==> src/hw/rtl/assert_macros.svh <==
// Assertion macros shared by the distance constraint relax RTL.
// No dependencies; included by files that carry concurrent checks.
`ifndef ASSERT_MACROS_SVH
`define ASSERT_MACROS_SVH

// Property must hold at every clock edge outside reset.
`define DCR_ASSERT(lbl, clk, rstn, prop, msg) \
  lbl: assert property (@(posedge clk) disable iff (!rstn) prop) else $error(msg);

// Condition must never be seen at a clock edge outside reset.
`define DCR_NEVER(lbl, clk, rstn, cond, msg) \
  lbl: assert property (@(posedge clk) disable iff (!rstn) !(cond)) else $error(msg);

`endif

==> src/hw/rtl/dcr_pkg.sv <==
// Shared types and constants for the distance constraint relax block.
// No dependencies; imported by every module of the block.
`default_nettype none

package dcr_pkg;

  localparam int LIMIT_W   = 33;
  localparam int CFG_IDX_W = 1;

  localparam logic [CFG_IDX_W-1:0] CFG_SHORT = 1'd0;
  localparam logic [CFG_IDX_W-1:0] CFG_LONG  = 1'd1;

  localparam int CASE_W = 2;
  localparam logic [CASE_W-1:0] CASE_BAND  = 2'd0;
  localparam logic [CASE_W-1:0] CASE_SHORT = 2'd1;
  localparam logic [CASE_W-1:0] CASE_LONG  = 2'd2;

  localparam int Q_DEPTH = 4;
  localparam int Q_AW    = 2;

  // kind of correction and whether each axis move is subtracted from b
  typedef struct packed {
    logic [CASE_W-1:0] kind;
    logic              neg_x;
    logic              neg_y;
  } ctl_t;

endpackage

`default_nettype wire

==> src/hw/rtl/dcr_front.sv <==
// Front pipeline: deltas, squared length, band classification, dividend set-up.
// Depends on dcr_pkg.
`default_nettype none

module dcr_front #(
  parameter int CW = 16,
  parameter int F  = 16
) (
  input  wire logic                      clk,
  input  wire logic                      rst_n,
  input  wire logic                      in_valid_i,
  output logic                           in_ready_o,
  input  wire logic [CW-1:0]             a_x_i,
  input  wire logic [CW-1:0]             a_y_i,
  input  wire logic [CW-1:0]             b_x_i,
  input  wire logic [CW-1:0]             b_y_i,
  input  wire logic [dcr_pkg::LIMIT_W-1:0] short_i,
  input  wire logic [dcr_pkg::LIMIT_W-1:0] long_i,
  output logic                           out_valid_o,
  input  wire logic                      out_ready_i,
  output logic [4*CW-1:0]                crd_o,
  output logic [2*CW-1:0]                mag_o,
  output logic [((2*CW+1 > dcr_pkg::LIMIT_W) ? 2*CW+1 : dcr_pkg::LIMIT_W)+F:0] num_o,
  output logic [((2*CW+1 > dcr_pkg::LIMIT_W) ? 2*CW+1 : dcr_pkg::LIMIT_W)+1:0] den_o,
  output dcr_pkg::ctl_t                  ctl_o
);
  import dcr_pkg::*;

  localparam int SW = (2*CW+1 > LIMIT_W) ? 2*CW+1 : LIMIT_W;
  localparam int NW = SW + F + 1;
  localparam int DW = SW + 2;

  logic          en;
  logic [4:0]    v_r;

  logic [4*CW-1:0] crd1_r, crd2_r, crd3_r, crd4_r, crd5_r;
  logic [CW:0]     dx1_r, dy1_r;
  logic [CW:0]     nx_c, ny_c;
  logic [2*CW-1:0] mag2_r, mag3_r, mag4_r, mag5_r;
  logic [1:0]      sg2_r, sg3_r, sg4_r;
  logic [2*CW-1:0] sqx2_r, sqy2_r;
  logic [SW-1:0]   d3_r;
  logic [SW-1:0]   ls_c, lg_c;
  logic            lt_c, gt_c;
  logic [CASE_W-1:0] kind_c, kind4_r;
  logic [SW-1:0]   num_c, num4_r;
  logic [SW:0]     sum_c, sum4_r;
  logic [NW-1:0]   num5_r;
  logic [DW-1:0]   den5_r;
  ctl_t            ctl5_r;

  assign en         = !v_r[4] || out_ready_i;
  assign in_ready_o = en;

  always_ff @(posedge clk) begin
    if (!rst_n) begin
      v_r <= '0;
    end else if (en) begin
      v_r <= {v_r[3:0], in_valid_i};
    end
  end

  always_comb begin
    nx_c = dx1_r[CW] ? (~dx1_r + 1'b1) : dx1_r;
    ny_c = dy1_r[CW] ? (~dy1_r + 1'b1) : dy1_r;
  end

  always_comb begin
    ls_c = SW'(short_i);
    lg_c = SW'(long_i);
    lt_c = d3_r < ls_c;
    gt_c = d3_r > lg_c;
    priority if (lt_c) begin
      kind_c = CASE_SHORT;
    end else if (gt_c) begin
      kind_c = CASE_LONG;
    end else begin
      kind_c = CASE_BAND;
    end
    num_c = lt_c ? (ls_c - d3_r) : (d3_r - lg_c);
    sum_c = lt_c ? ((SW+1)'(d3_r) + (SW+1)'(ls_c)) : ((SW+1)'(d3_r) + (SW+1)'(lg_c));
  end

  always_ff @(posedge clk) begin
    if (en) begin
      crd1_r <= {b_y_i, b_x_i, a_y_i, a_x_i};
      dx1_r  <= {b_x_i[CW-1], b_x_i} - {a_x_i[CW-1], a_x_i};
      dy1_r  <= {b_y_i[CW-1], b_y_i} - {a_y_i[CW-1], a_y_i};

      crd2_r <= crd1_r;
      mag2_r <= {ny_c[CW-1:0], nx_c[CW-1:0]};
      sg2_r  <= {dy1_r[CW], dx1_r[CW]};
      sqx2_r <= (2*CW)'(nx_c[CW-1:0]) * (2*CW)'(nx_c[CW-1:0]);
      sqy2_r <= (2*CW)'(ny_c[CW-1:0]) * (2*CW)'(ny_c[CW-1:0]);

      crd3_r <= crd2_r;
      mag3_r <= mag2_r;
      sg3_r  <= sg2_r;
      d3_r   <= SW'(sqx2_r) + SW'(sqy2_r);

      crd4_r  <= crd3_r;
      mag4_r  <= mag3_r;
      sg4_r   <= sg3_r;
      kind4_r <= kind_c;
      num4_r  <= num_c;
      sum4_r  <= sum_c;

      crd5_r       <= crd4_r;
      mag5_r       <= mag4_r;
      num5_r       <= (NW'(num4_r) << F) + NW'(sum4_r);
      den5_r       <= {sum4_r, 1'b0};
      ctl5_r.kind  <= kind4_r;
      ctl5_r.neg_x <= (kind4_r == CASE_LONG) ^ sg4_r[0];
      ctl5_r.neg_y <= (kind4_r == CASE_LONG) ^ sg4_r[1];
    end
  end

  assign out_valid_o = v_r[4];
  assign crd_o       = crd5_r;
  assign mag_o       = mag5_r;
  assign num_o       = num5_r;
  assign den_o       = den5_r;
  assign ctl_o       = ctl5_r;

endmodule

`default_nettype wire

==> config.mk <==
export PLATFORM = sky130hd
export DESIGN_NAME = dcr_front
export DESIGN_NICKNAME = d
export VERILOG_FILES = /design/src/hw/rtl/assert_macros.svh /design/src/hw/rtl/dcr_pkg.sv /design/src/hw/rtl/dcr_front.sv
export SDC_FILE = /design/constraint.sdc
export NUM_CORES = 2
export LEC_CHECK = 0
export ABC_AREA = 1
export BUFFER_PORTS_ARGS = -buffer_cell sky130_fd_sc_hd__buf_2
export CAP_MARGIN = 25
export CORE_MARGIN = 2
export CORE_UTILIZATION = 50
export CTS_CLUSTER_SIZE = 24
export DETAILED_ROUTE_END_ITERATION = 16
export PLACE_DENSITY = 0.68
export SLEW_MARGIN = 10
export SYNTH_ARGS = -nofsm -noshare
export SYNTH_HDL_FRONTEND = slang
export SYNTH_SLANG_ARGS = --single-unit
==> constraint.sdc <==
create_clock -name clk -period 22.3 [get_ports clk]
set_input_delay 1.115 -clock clk [delete_from_list [all_inputs] [get_ports clk]]
set_output_delay 1.115 -clock clk [all_outputs]
set_load 0.005 [all_outputs]
==> metrics <==
placed instance count=7059; Worst setup EP type=flip-flop; gpl congestion=0.982; synth warn=0; Critical-path top delay cell=xor2_1; TritonCTS Buffers=79; Syn Area/Cell=9.34 sq um; grt ovf=0; net total in the final layout=6623; die height=323 um; most used cell, CP=inv_1; Filler Cells Inserted=9020; Post-Syn Instances=5431; post-cts sizing count=0; worst r2r path cells=27; worst skew pair latency=0.67 ns; CTS Sinks=727; fmax=0.127 GHz; GRT Resource Usage Total=26.9%; Slew HR=29.9%; vias in the first global route=37.3k; Rows=116; Final Util=56.1%; outcome=complete, no violations; Port Buf Inserts=319; IO Count=321; sequential fraction of the synthesis area=42.9%; Worst setup SP type=flip-flop; pin count of the biggest net entering global routing=162; hold-critical path depth=0; commonest non-fill, non-tap cell in the layout=nand2_1; hpwl dp=112 mm; Area Growth Syn to Fin=10.9%; RSZ-0062 raised after global routing=no; Clock Skew=0.0371 ns; Max Slew Vio Count=0; commonest non-fill, non-tap cells in the layout=nand2_1 (1355), inv_1 (1044), edfxtp_1 (722), nor2_1 (446), ha_1 (374); setup bufs post-CTS=0; max incr delay on CP=0.77 ns; routed wirelength normalized by instance count=19.0 um; Worst Max-Slew Pin Slew=1.05 ns; DRC=0; area of the multi-input gates=24500 sq um; Post-synth EDFFs=722; Yosys cell types=51; Post-synth ARST share=0%; DR vias=37.1k; met2 Use GR=45.1%; data required time of the worst path=22.70 ns; met1 Use GR=35.9%; htree depth=3; Hold Fails Final Rpt=0; core area=100000 sq um; remaining antenna violation count=0; hold_buf cts=0; CTS Buffer Depth=3; Main synth FF type=edfxtp_1; Mapped Nets=6270; M3 GR Usage=3.01%; Post-DP Area=53800 sq um; CP Data Arrival Time=8.29 ns; flops & latches, synth=727; Die ar.=104000 sq um; Syn Std Cell Area=50700 sq um; vias per inst=5.15; period utilisation layout=35.4%; HP Class=flip-flop to flip-flop; register area=21800 sq um; final setup vio count=0; drt pass-1 iters=6; Setup Total Neg Slack=0 ns; kind of critical path=flip-flop to flip-flop; fin crit period=7.88 ns; final non-filler cell area=56300 sq um; Worst Path Max Fanout=17; Starting Density=50.6%; first-pass GRT wire length=212 mm; CTS tree=built; CTS root buf=clkbuf_16; clock transition at the registers of the reported paths=0.06 ns; Die W=323 um; post-route insts no fill=7199; GR peak layer=met2; Max-Cap Viols=0; layout cell share with drive strength beyond 1=8.55%; initial DRC count=3229; initial antenna violation count=9; final WL=137 mm
[metal layers]
metal  wire [um]  share of wire, %
met1       58500                43
met2       65000                47
met3        7870               5.7
met4        5660               4.1
met5          13            0.0095
[area by class of cell]
cell class,instances,area share [%]
clock buffers,95,3.62
flip-flops and latches,727,38.7
clock inverters,41,0.703
repair buffers,335,3.11
well taps,1357,3.02
inverters,1073,7.17
diodes,3,0.0133
multi-input cells,3568,43.6
[cells by family after synthesis]
kind of cell	after synthesis	share of synthesized area (%)
other	1	0.00739
flip-flops	727	42.9
adder cells (fa/ha/maj)	705	22.3
XOR/XNOR	188	3.31
AND/OR/NAND/NOR	2204	17.7
AO/OA/AOI/OAI	470	5.12
buffers and inverters	1136	8.70
[worst max-delay path, delay by kind of cell, from the launching register on]
kind / cells / cell delay [ns]
adder cells (fa/ha/maj): 8 / 3.47
buffers and inverters: 9 / 1.31
AND/OR/NAND/NOR: 7 / 1.15
XOR/XNOR: 2 / 0.92
flip-flops: 1 / 0.50
AO/OA/AOI/OAI: 1 / 0.29
[registers in the layout, summed over array words and instances, names as in the netlist, 4 cells and up]
name / cells
crd1_r: 64
crd2_r: 64
crd3_r: 64
crd4_r: 64
crd_o: 64
ctl_o: 4
d3_r: 33
den_o: 18
dx1_r: 17
dy1_r: 17
mag2_r: 32
mag3_r: 32
mag4_r: 32
mag_o: 32
num4_r: 33
num_o: 50
sqx2_r: 30
sqy2_r: 30
sum4_r: 34
v_r: 5
[Yosys cell counts (all sizes together) (16+ instances only)]
library cell,number,area share [%]
o21ai,137,1.4
xnor2,44,0.76
a21oi,240,2.4
inv,1062,7.9
nand3,258,2.6
xor2,144,2.6
edfxtp,722,43
nor3,59,0.62
nand2,1362,10
buf,47,0.65
nor2,452,3.4
o21bai,30,0.44
nand4,38,0.47
clkbuf,16,0.12
fa,331,13
ha,374,9.2
a21o,24,0.36
[through the flow]
stage	worst slack, ns	hold WS, ns
after floorplan	5.97	0.400
after global placement	14.49	0.400
after detailed placement	14.50	0.405
after CTS	14.48	0.413
after global routing	13.84	0.416
final	14.42	0.408
[final timing paths]
kind / from / endpoint / slack, ns
worst max-delay path: dx1_r[0] / sqx2_r[23] / 14.42
worst min-delay path: crd2_r[18] / crd3_r[18] / 0.41
worst min register to register: crd2_r[18] / crd3_r[18] / 0.41
worst max register to register: dx1_r[0] / sqx2_r[23] / 14.42
Power is left out: the tool's default activity adds up to more than one toggle a clock period on the data nets, which glitch-free logic cannot reach.
