$ cat src/hw/rtl/assert_macros.svh
// Assertion macros shared by the distance constraint relax RTL.
// No dependencies; included by files that carry concurrent checks.
`ifndef ASSERT_MACROS_SVH
`define ASSERT_MACROS_SVH

// Property must hold at every clock edge outside reset.
`define DCR_ASSERT(lbl, clk, rstn, prop, msg) \
  lbl: assert property (@(posedge clk) disable iff (!rstn) prop) else $error(msg);

// Condition must never be seen at a clock edge outside reset.
`define DCR_NEVER(lbl, clk, rstn, cond, msg) \
  lbl: assert property (@(posedge clk) disable iff (!rstn) !(cond)) else $error(msg);

`endif

$ cat src/hw/rtl/dcr_pkg.sv
// Shared types and constants for the distance constraint relax block.
// No dependencies; imported by every module of the block.
`default_nettype none

package dcr_pkg;

  localparam int LIMIT_W   = 33;
  localparam int CFG_IDX_W = 1;

  localparam logic [CFG_IDX_W-1:0] CFG_SHORT = 1'd0;
  localparam logic [CFG_IDX_W-1:0] CFG_LONG  = 1'd1;

  localparam int CASE_W = 2;
  localparam logic [CASE_W-1:0] CASE_BAND  = 2'd0;
  localparam logic [CASE_W-1:0] CASE_SHORT = 2'd1;
  localparam logic [CASE_W-1:0] CASE_LONG  = 2'd2;

  localparam int Q_DEPTH = 4;
  localparam int Q_AW    = 2;

  // kind of correction and whether each axis move is subtracted from b
  typedef struct packed {
    logic [CASE_W-1:0] kind;
    logic              neg_x;
    logic              neg_y;
  } ctl_t;

endpackage

`default_nettype wire

$ cat src/hw/rtl/dcr_queue.sv
// Short register queue between the front and back pipelines.
// Depends on dcr_pkg and assert_macros.svh.
`default_nettype none
`include "assert_macros.svh"

module dcr_queue #(
  parameter int W = 8
) (
  input  wire logic         clk,
  input  wire logic         rst_n,
  input  wire logic         push_i,
  input  wire logic [W-1:0] data_i,
  input  wire logic         pop_i,
  output logic [W-1:0]      data_o,
  output logic              full_o,
  output logic              empty_o
);
  import dcr_pkg::*;

  logic [W-1:0]    mem_r [0:Q_DEPTH-1];
  logic [Q_AW-1:0] wr_r, rd_r;
  logic [Q_AW:0]   cnt_r;

  assign full_o  = cnt_r == (Q_AW+1)'(Q_DEPTH);
  assign empty_o = cnt_r == '0;
  assign data_o  = mem_r[rd_r];

  always_ff @(posedge clk) begin
    if (!rst_n) begin
      wr_r  <= '0;
      rd_r  <= '0;
      cnt_r <= '0;
    end else begin
      if (push_i) begin
        wr_r <= wr_r + 1'b1;
      end
      if (pop_i) begin
        rd_r <= rd_r + 1'b1;
      end
      if (push_i && !pop_i) begin
        cnt_r <= cnt_r + 1'b1;
      end else if (pop_i && !push_i) begin
        cnt_r <= cnt_r - 1'b1;
      end
    end
  end

  always_ff @(posedge clk) begin
    if (push_i) begin
      mem_r[wr_r] <= data_i;
    end
  end

  `DCR_NEVER(a_no_overflow, clk, rst_n, push_i && full_o, "queue push while full")
  `DCR_NEVER(a_no_underflow, clk, rst_n, pop_i && empty_o, "queue pop while empty")

endmodule

`default_nettype wire

$ cat config.mk
export PLATFORM = sky130hd
export DESIGN_NAME = dcr_queue
export DESIGN_NICKNAME = d
export VERILOG_FILES = /design/src/hw/rtl/dcr_pkg.sv /design/src/hw/rtl/dcr_queue.sv
export VERILOG_INCLUDE_DIRS = /design/src /design/src/hw/rtl
export SDC_FILE = /design/constraint.sdc
export NUM_CORES = 1
export LEC_CHECK = 0
export BUFFER_PORTS_ARGS = -buffer_cell sky130_fd_sc_hd__clkbuf_2
export CORE_ASPECT_RATIO = 0.8
export CORE_MARGIN = 2
export CORE_UTILIZATION = 26
export DETAILED_ROUTE_END_ITERATION = 8
export GPL_ROUTABILITY_DRIVEN = 0
export GPL_TIMING_DRIVEN = 0
export PLACE_DENSITY = 0.53
export SLEW_MARGIN = 10
export SYNTH_ARGS = -nofsm -noshare
export SYNTH_HDL_FRONTEND = slang
export SYNTH_SLANG_ARGS = --single-unit
$ cat constraint.sdc
create_clock -name clk -period 2.15 [get_ports clk]
set_clock_uncertainty 0.2 [all_clocks]
set_input_delay 0.43 -clock clk [delete_from_list [all_inputs] [get_ports clk]]
set_output_delay 0.43 -clock clk [all_outputs]
set_load 0.02 [all_outputs]
==> results of run 1 <==
## kinds of logic (layout without fill, tap and decap cells)
family / after synthesis / count (layout) / share of synthesized area [%]
AOI/OAI and AO/OA: 2 / 2 / 0.781
DFF: 41 / 41 / 71.2
adders and majority gates: 6 / 6 / 5.15
and+or+nand+nor: 15 / 15 / 5.70
muxes: 10 / 10 / 12.5
buffers and inverters: 6 / 35 / 1.95
xor gates and xnor gates: 5 / 5 / 2.73
## layout make-up
cell class	instances	area, sq um
buffer	2	20.0
clock inverter	3	41.3
fill	595	4020
multi-input combinational	38	430
clock buffer	5	68.8
sequential	41	1140
inverter	4	15.0
tap	81	101
timing repair buffer	21	108
## what timing repair did
| action | in CTS | in global routing |
|---|---|---|
| buffers inserted | 0 | 0 |
| endpoints found under the setup margin | 0 | 8 |
| resized for setup | 0 | 4 |
## registers in the layout (all words and copies together) (netlist names), named ones only
signal,flops
cnt_r,3
mem_r,32
rd_r,2
wr_r,2
## per-stage QoR
step	instances	area, sq um	utilization (%)	setup TNS, ns
after floorplan	85	1600	-	0
after global placement	187	1810	30.4	0
after detailed placement	187	1810	30.4	-0.00644
after CTS	195	1920	32.3	0
after global routing	195	1930	32.4	0
final	195	1930	32.4	0
## per-layer routing
layer | wire length [microns] | vias to the layer above | track usage, % | share of wire, %
met4 | 40 | 0 | 4.48 | 1.5
li1 | - | 373 | - | -
met2 | 1420 | 20 | 16.3 | 52
met3 | 143 | 4 | 3.44 | 5.3
met5 | 0 | - | 0 | 0
met1 | 1110 | 395 | 9.56 | 41
## power by group
part | switching [mW] | internal (mW) | leakage [nW]
registers | 0.0253 | 0.905 | 0.369
logic | 0.134 | 0.108 | 0.272
clock network | 0.254 | 0.341 | 0.0518
total | 0.413 | 1.35 | 0.693
## final timing paths
check / cells after the start / to / slack (ns)
min reg2reg: 2 / cnt_r[2]$_SDFFE_PN0P_ / 0.36
max reg2reg: 4 / cnt_r[2]$_SDFFE_PN0P_ / 0.44
min: 1 / mem_r[0][2]$_DFFE_PP_ / 0.16
max: 3 / data_o[0] / 0.06
## layout by cell type (no fill, tap or decap), drive strengths merged
| cell type | count |
|---|---|
| edfxtp | 32 |
| clkbuf | 26 |
| and2 | 9 |
| dfxtp | 9 |
| mux4 | 8 |
| ha | 5 |
| inv | 4 |
| xor2 | 3 |
| xnor2 | 2 |
| mux2i | 2 |
| nor2b | 2 |
| buf | 2 |
| nor3 | 1 |
| nor3b | 1 |
| nand2 | 1 |
| o21ai | 1 |
| or3 | 1 |
| a21boi | 1 |
| fa | 1 |
| bufinv | 1 |
| clkinvlp | 1 |
| clkinv | 1 |
==> impl_metrics.json, run 1 <==
{
  "status": "complete, no violations",
  "slew_viol_final": 0,
  "peakVddDrop_uv": 353,
  "arrival_ns": 1.46,
  "slew_headroom_pct": 67.2,
  "synth_top_area_share_pct": 60.0,
  "synthTopCellsByCount": "edfxtp_1 (32), and2_1 (9), dfxtp_1 (9)",
  "num_io_pins": 22,
  "cts_buffers": 5,
  "power.leakage_nw": 0.693,
  "rsz0062_at_grt": "no",
  "setup_ws_ns": 0.0604,
  "drt-pass1-iter-count": 2,
  "max-cap-violations": 0,
  "cp_top_family": "multiplexers",
  "power_density_mw_per_mm2": 917,
  "path_cells": "buf_8, mux4_2, buf_4",
  "drive_above_1_share_pct": 34.2,
  "fin_crit_sh_pct": 97.2,
  "overflow": 0,
  "die_area_sq_mm": 0.00681,
  "grt_pass1_vias": 904,
  "synthTopCellsByArea": "edfxtp_1 (60%), dfxtp_1 (11%), mux4_2 (11%)",
  "async_flop_share_pct": 0,
  "fmax_mhz": 479,
  "h-tree-depth": 2,
  "setup_violations": 0,
  "drc": 0,
  "crit_required_ns": 1.52,
  "cp-start-kind": "flip-flop",
  "syn_area_sq_mm": 0.00160,
  "dieWidth_microns": 91.8,
  "viasPerCell": 4.06,
  "crit_type": "reg2out",
  "start_util_pct": 27.0,
  "syn_area_per_cell_sq_um": 18.9,
  "grt_pass1_wl_microns": 4370,
  "hp-class": "in2reg",
  "clk_latency_ns": 0.29,
  "die_height_microns": 74.2,
  "ys_ff_latch": 41,
  "synth.distinct_cells": 19,
  "synth_cells": 85,
  "worstHoldStart": "data_i[2]",
  "syn_nets": 103,
  "io_buffers": 21,
  "fp-row-count": 25,
  "ys_seq_area_share_pct": 71.2,
  "crit_fanout": 8,
  "cpPeakStageDelay_ns": 0.52,
  "period_needed_ns": 2.09,
  "wl_per_cell_microns": 13.9,
  "slowest_stage": "mux4_2",
  "synth_flop_cell": "edfxtp_1",
  "via_count": 792,
  "worst-path-buf-inv": 2,
  "yosysWarningCount": 0,
  "synth_edf_count": 32,
  "wl_microns": 2720,
  "syn2layout_area_growth_pct": 20.2,
  "whs_ns": 0.156,
  "grt_max_degree": 14,
  "clk_pin_slew_ns": 0.08,
  "pre_cts_slack_ns": -0.00644,
  "worst_slew_pin_slew_ns": 0.491,
  "ctsHoldBuffers": 0,
  "cts_tree": "done",
  "antenna_found_initial": 0,
  "end_kind": "primary output",
  "core_sq_mm": 0.00594,
  "n_antenna_cell": 0,
  "grt_usage_pct": 9.05,
  "synth_top_area_cell": "edfxtp_1",
  "nets": 131,
  "drt_iter0_drc": 47,
  "hold_violations": 0,
  "ant_nets": 0,
  "yosysMostFrequentCell": "edfxtp_1",
  "cts_max_path_buffers": 2,
  "clkSinkCount": 41,
  "dp_hpwl_microns": 1830,
  "rr_startpoint": "cnt_r[0]$_SDFFE_PN0P_",
  "cts-root-buf": "clkbuf_8",
  "power.total_mw": 1.77
}
No activity file was read; power rests on OpenSTA's default activity.
==> inputs of run 2 (changes only) <==
--- a/config.mk
+++ b/config.mk
@@ -14,6 +14,7 @@
 export GPL_ROUTABILITY_DRIVEN = 0
 export GPL_TIMING_DRIVEN = 0
 export PLACE_DENSITY = 0.53
+export RECOVER_POWER = 100
 export SLEW_MARGIN = 10
 export SYNTH_ARGS = -nofsm -noshare
 export SYNTH_HDL_FRONTEND = slang
==> impl_metrics.json, run 2 (synthesis gave the netlist of run 1 again) <==
{
  "worst-path-buf-inv": 2,
  "path_cells": "buf_8, mux4_2, buf_4",
  "max-cap-violations": 0,
  "grt_max_degree": 14,
  "ant_nets": 0,
  "final_common_cell": "edfxtp_1",
  "fmax_mhz": 479,
  "grt_usage_pct": 9.05,
  "cp_top_family": "multiplexers",
  "pre_cts_slack_ns": -0.00644,
  "crit_type": "reg2out",
  "clk_pin_slew_ns": 0.08,
  "grt_pass1_wl_microns": 4370,
  "cts_tree": "done",
  "rr_startpoint": "wr_r[0]$_SDFFE_PN0P_",
  "end_kind": "primary output",
  "die_area_sq_mm": 0.00681,
  "cts_buffers": 5,
  "final_cell_mix": "edfxtp_1 (32), clkbuf_1 (11), clkbuf_2 (10)",
  "cpPeakStageDelay_ns": 0.52,
  "dp_hpwl_microns": 1830,
  "hp-class": "in2reg",
  "n_antenna_cell": 0,
  "arrival_ns": 1.46,
  "antenna_found_initial": 0,
  "power.total_mw": 1.76,
  "overflow": 0,
  "wl_microns": 2710,
  "drive_above_1_share_pct": 24.6,
  "status": "complete, no violations",
  "num_io_pins": 22,
  "fp-row-count": 25,
  "peakVddDrop_uv": 352,
  "fin_crit_sh_pct": 97.2,
  "grt_pass1_vias": 904,
  "viasPerCell": 4.05,
  "wl_per_cell_microns": 13.9,
  "crit_fanout": 8,
  "post_cts_resized": 0,
  "worstHoldStart": "data_i[2]",
  "power.leakage_nw": 0.654,
  "period_needed_ns": 2.09,
  "clk_latency_ns": 0.29,
  "drc": 0,
  "post-place-cells": 187,
  "fin_setup_tns_ns": 0,
  "drt_iter0_drc": 45,
  "slew_viol_final": 0,
  "crit_required_ns": 1.52,
  "drt-pass1-iter-count": 2,
  "fill_cells": 604,
  "setup_ws_ns": 0.0604,
  "start_util_pct": 27.0,
  "rsz0062_at_grt": "no",
  "r2r-end": "mem_r[2][4]$_DFFE_PP_",
  "cts_max_path_buffers": 2,
  "dieWidth_microns": 91.8,
  "worst_slew_pin_slew_ns": 0.697,
  "regMostFlops": "mem_r",
  "slowest_stage": "mux4_2",
  "fin_cells": 195,
  "top_regs": "mem_r x32, cnt_r x3",
  "core_sq_mm": 0.00594,
  "setup_violations": 0,
  "r2r_slack_ns": 0.40,
  "cts_setup_buffers": 0,
  "h-tree-depth": 2,
  "cts-root-buf": "clkbuf_8",
  "slew_headroom_pct": 53.5,
  "die_height_microns": 74.2,
  "min_to": "mem_r[0][2]$_DFFE_PP_",
  "power_density_mw_per_mm2": 921,
  "syn2layout_area_growth_pct": 19.4,
  "cp-start-kind": "flip-flop",
  "whs_ns": 0.202,
  "largest_reg_flops": 32,
  "hold_path_depth": 1,
  "via_count": 790,
  "ctsHoldBuffers": 0,
  "finish.instance_area_sq_mm": 0.00191,
  "nets": 131,
  "r2r_cells": 3,
  "placed_area_sq_mm": 0.00181,
  "io_buffers": 21,
  "final_core_util_pct": 32.2,
  "hold_violations": 0,
  "clkSinkCount": 41
}
-- run 2: cell counts in the layout (fill, tap and decap cells not counted) --
Identical to the previous run, type by type.
-- run 2: where the power goes --
| part | switching [mW] | internal [mW] | leakage (nW) |
|---|---|---|---|
| sequential | 0.0251 | 0.905 | 0.369 |
| clock | 0.254 | 0.341 | 0.0518 |
| combinational | 0.134 | 0.103 | 0.233 |
| total | 0.413 | 1.35 | 0.654 |
-- run 2: worst max-delay path by stage --
| stage | start | end | slack, ns | cells past startpoint |
|---|---|---|---|---|
| global route | flip-flop | data_o[0] | 0.003 | 3 |
| CTS | flip-flop | data_o[0] | 0.02 | 3 |
| floorplan | pop_i | cnt_r[2]$_SDFFE_PN0P_ | 0.26 | 7 |
| global placement | push_i | cnt_r[2]$_SDFFE_PN0P_ | 0.08 | 7 |
| finish | flip-flop | data_o[0] | 0.06 | 3 |
| detailed placement | push_i | cnt_r[2]$_SDFFE_PN0P_ | -0.006 | 7 |
-- run 2: worst reg2reg max path, delay by kind of cell, from the launching register on --
kind,cells,cell delay [ns]
and+or+nand+nor,1,0.57
DFF,1,0.35
adders and majority gates,1,0.16
buffers and inverters,1,0.10
-- run 2: layer usage --
metal | up-vias | global-route usage, % | part of all wire [%]
met5 | - | 0 | 0
met4 | 0 | 4.48 | 1.5
met3 | 4 | 3.44 | 5.0
met2 | 20 | 16.3 | 53
met1 | 395 | 9.56 | 41
li1 | 371 | - | -
-- run 2: layout make-up --
class                      count  area [sq um]  share of cell area (%)
timing repair buffer          21          93.8                    4.91
clock inverter                 3          41.3                    2.16
clock buffer                   5          68.8                    3.60
buffer                         2          20.0                    1.05
sequential                    41          1140                    59.7
inverter                       4          15.0                   0.785
tap                           81           101                    5.30
multi-input combinational     38           430                    22.5
==> inputs of run 3 (changes only) <==
--- a/config.mk
+++ b/config.mk
@@ -9,11 +9,12 @@
 export BUFFER_PORTS_ARGS = -buffer_cell sky130_fd_sc_hd__clkbuf_2
 export CORE_ASPECT_RATIO = 0.8
 export CORE_MARGIN = 2
-export CORE_UTILIZATION = 26
+export CORE_UTILIZATION = 55
 export DETAILED_ROUTE_END_ITERATION = 8
 export GPL_ROUTABILITY_DRIVEN = 0
 export GPL_TIMING_DRIVEN = 0
-export PLACE_DENSITY = 0.53
+export HOLD_SLACK_MARGIN = 0.06
+export PLACE_DENSITY = 0.88
 export RECOVER_POWER = 100
 export SLEW_MARGIN = 10
 export SYNTH_ARGS = -nofsm -noshare
==> impl_metrics.json, run 3 (synthesis gave the netlist of run 1 again) <==
{
  "die_area_sq_mm": 0.00336,
  "power_density_mw_per_mm2": 837,
  "drive_above_1_share_pct": 24.6,
  "rr_startpoint": "cnt_r[0]$_SDFFE_PN0P_",
  "clk_latency_ns": 0.34,
  "multi_input_area_sq_um": 430,
  "max-cap-violations": 0,
  "hp-class": "in2reg",
  "start_util_pct": 58.0,
  "post-place-cells": 144,
  "wl_microns": 2260,
  "slowest_stage": "mux4_2",
  "io_buffers": 21,
  "fmax_mhz": 468,
  "worst_slew_pin_slew_ns": 0.616,
  "power.internal_mw": 1.16,
  "status": "complete, no violations",
  "grt_pass1_wl_microns": 3860,
  "seqPwrFrac_pct": 59.8,
  "num_io_pins": 22,
  "worstHoldStart": "data_i[2]",
  "final_cell_mix": "edfxtp_1 (32), clkbuf_1 (11), mux4_2 (8), and2_0 (8), dfxtp_1 (8)",
  "crit_fanout": 8,
  "cts_tree": "done",
  "top_regs": "mem_r x32, cnt_r x3",
  "p_sw_mw": 0.396,
  "overflow": 0,
  "cp-start-kind": "flip-flop",
  "grt_usage_pct": 17.1,
  "drt-pass1-iter-count": 2,
  "nets": 131,
  "via_count": 779,
  "r2r_slack_ns": 0.38,
  "min_to": "mem_r[2][2]$_DFFE_PP_",
  "grt_pass1_vias": 814,
  "clk_pin_slew_ns": 0.12,
  "setup_violations": 0,
  "cts_max_path_buffers": 2,
  "largest_reg_flops": 32,
  "slew_headroom_pct": 58.9,
  "arrival_ns": 1.51,
  "end_kind": "primary output",
  "dieWidth_microns": 64.4,
  "n_antenna_cell": 0,
  "core_sq_mm": 0.00277,
  "crit_required_ns": 1.52,
  "regMostFlops": "mem_r",
  "syn2layout_area_growth_pct": 16.1,
  "cts_buffers": 5,
  "viasPerCell": 5.13,
  "cts-root-buf": "clkbuf_4",
  "path_cells": "buf_12, mux4_2, buf_8",
  "crit_type": "reg2out",
  "clkSinkCount": 41,
  "r2r-end": "cnt_r[2]$_SDFFE_PN0P_",
  "fin_crit_sh_pct": 99.3,
  "p_sw_share_pct": 25.4,
  "cpPeakStageDelay_ns": 0.52,
  "final_common_cell": "edfxtp_1",
  "comb_power_share_pct": 17.0,
  "period_needed_ns": 2.14,
  "wl_per_cell_microns": 14.9,
  "power.leakage_nw": 0.651,
  "fill_cells": 208,
  "rsz0062_at_grt": "yes",
  "regArea_sq_mm": 0.00114,
  "peakVddDrop_uv": 464,
  "antenna_found_initial": 0,
  "hold_violations": 0,
  "fp-row-count": 17,
  "slew_viol_final": 0,
  "grt_max_degree": 14,
  "final_core_util_pct": 67.3,
  "r2r_cells": 4,
  "drc": 0,
  "ant_nets": 0,
  "h-tree-depth": 2,
  "hold_path_depth": 1,
  "fin_cells": 152,
  "dp_hpwl_microns": 1600,
  "clkPwrFrac_pct": 23.2,
  "die_height_microns": 52.3,
  "drt_iter0_drc": 25
}
==> run 3: cell count changes in the layout (fill, tap and decap cells not counted), moves of 5 or more <==
cell / previous run / this run
clkbuf_2: 10 / 3
clkbuf_8: 5 / 0
buf_6: 0 / 7
clkbuf_4: 0 / 5
==> run 3: critical path: cells and delay by family, from the launching register on <==
kind,cells,cell delay (ns)
buffers and inverters,2,0.28
multiplexers,1,0.52
flip-flops,1,0.35
==> run 3: worst max-delay path by stage <==
stage / start / to / slack (ns) / cells after the start
after floorplan: pop_i / cnt_r[2]$_SDFFE_PN0P_ / 0.26 / 7
after global placement: push_i / cnt_r[2]$_SDFFE_PN0P_ / 0.08 / 7
after detailed placement: push_i / cnt_r[2]$_SDFFE_PN0P_ / -0.02 / 7
after CTS: flip-flop / data_o[3] / -0.04 / 3
after global routing: flip-flop / data_o[0] / -0.04 / 3
final: flip-flop / data_o[3] / 0.01 / 3
==> run 3: what timing repair did <==
action                     in CTS  in global routing
resized for setup               4                 23
hold buffers                    0                  0
buffers inserted                0                  0
setup endpoints to repair       8                  8
==> run 3: area by class of cell <==
cell class | instances | area share [%]
Buffer | 2 | 1.34
Timing Repair Buffer | 21 | 7.80
Clock buffer | 5 | 2.02
Multi-Input combinational cell | 38 | 23.1
Sequential cell | 41 | 61.4
Clock inverter | 3 | 0.941
Inverter | 4 | 0.807
Tap cell | 38 | 2.56
==> run 3: power groups by stage <==
stage / combinational [mW] / sequential, mW / clock, mW
final: 0.265 / 0.930 / 0.361
after global routing: 0.290 / 0.936 / 0.406
after CTS: 0.244 / 0.931 / 0.374
after detailed placement: 0.237 / 0.948 / 0
after global placement: 0.226 / 0.943 / 0
after floorplan: 0.165 / 0.941 / 0
==> run 3: stage by stage <==
stage / TNS [ns] / setup slack [ns] / power (mW) / instance area (sq um) / hold WS (ns)
finish: 0 / 0.0145 / 1.56 / 1860 / 0.134
global route: -0.222 / -0.0431 / 1.63 / 1860 / 0.127
CTS: -0.148 / -0.0389 / 1.55 / 1820 / 0.0762
detailed placement: -0.0152 / -0.0152 / 1.19 / 1760 / 0.297
global placement: 0 / 0.0840 / 1.17 / 1760 / 0.275
floorplan: 0 / 0.260 / 1.11 / 1600 / 0.265
==> run 3: metal layers <==
layer	wire length, microns	part of all wire (%)	global-route usage (%)	vias to the layer above
li1	-	-	-	376
met4	59	2.6	10.6	0
met3	121	5.3	6.67	6
met1	915	40	18.4	382
met5	0	0	0	-
met2	1170	52	29.0	15
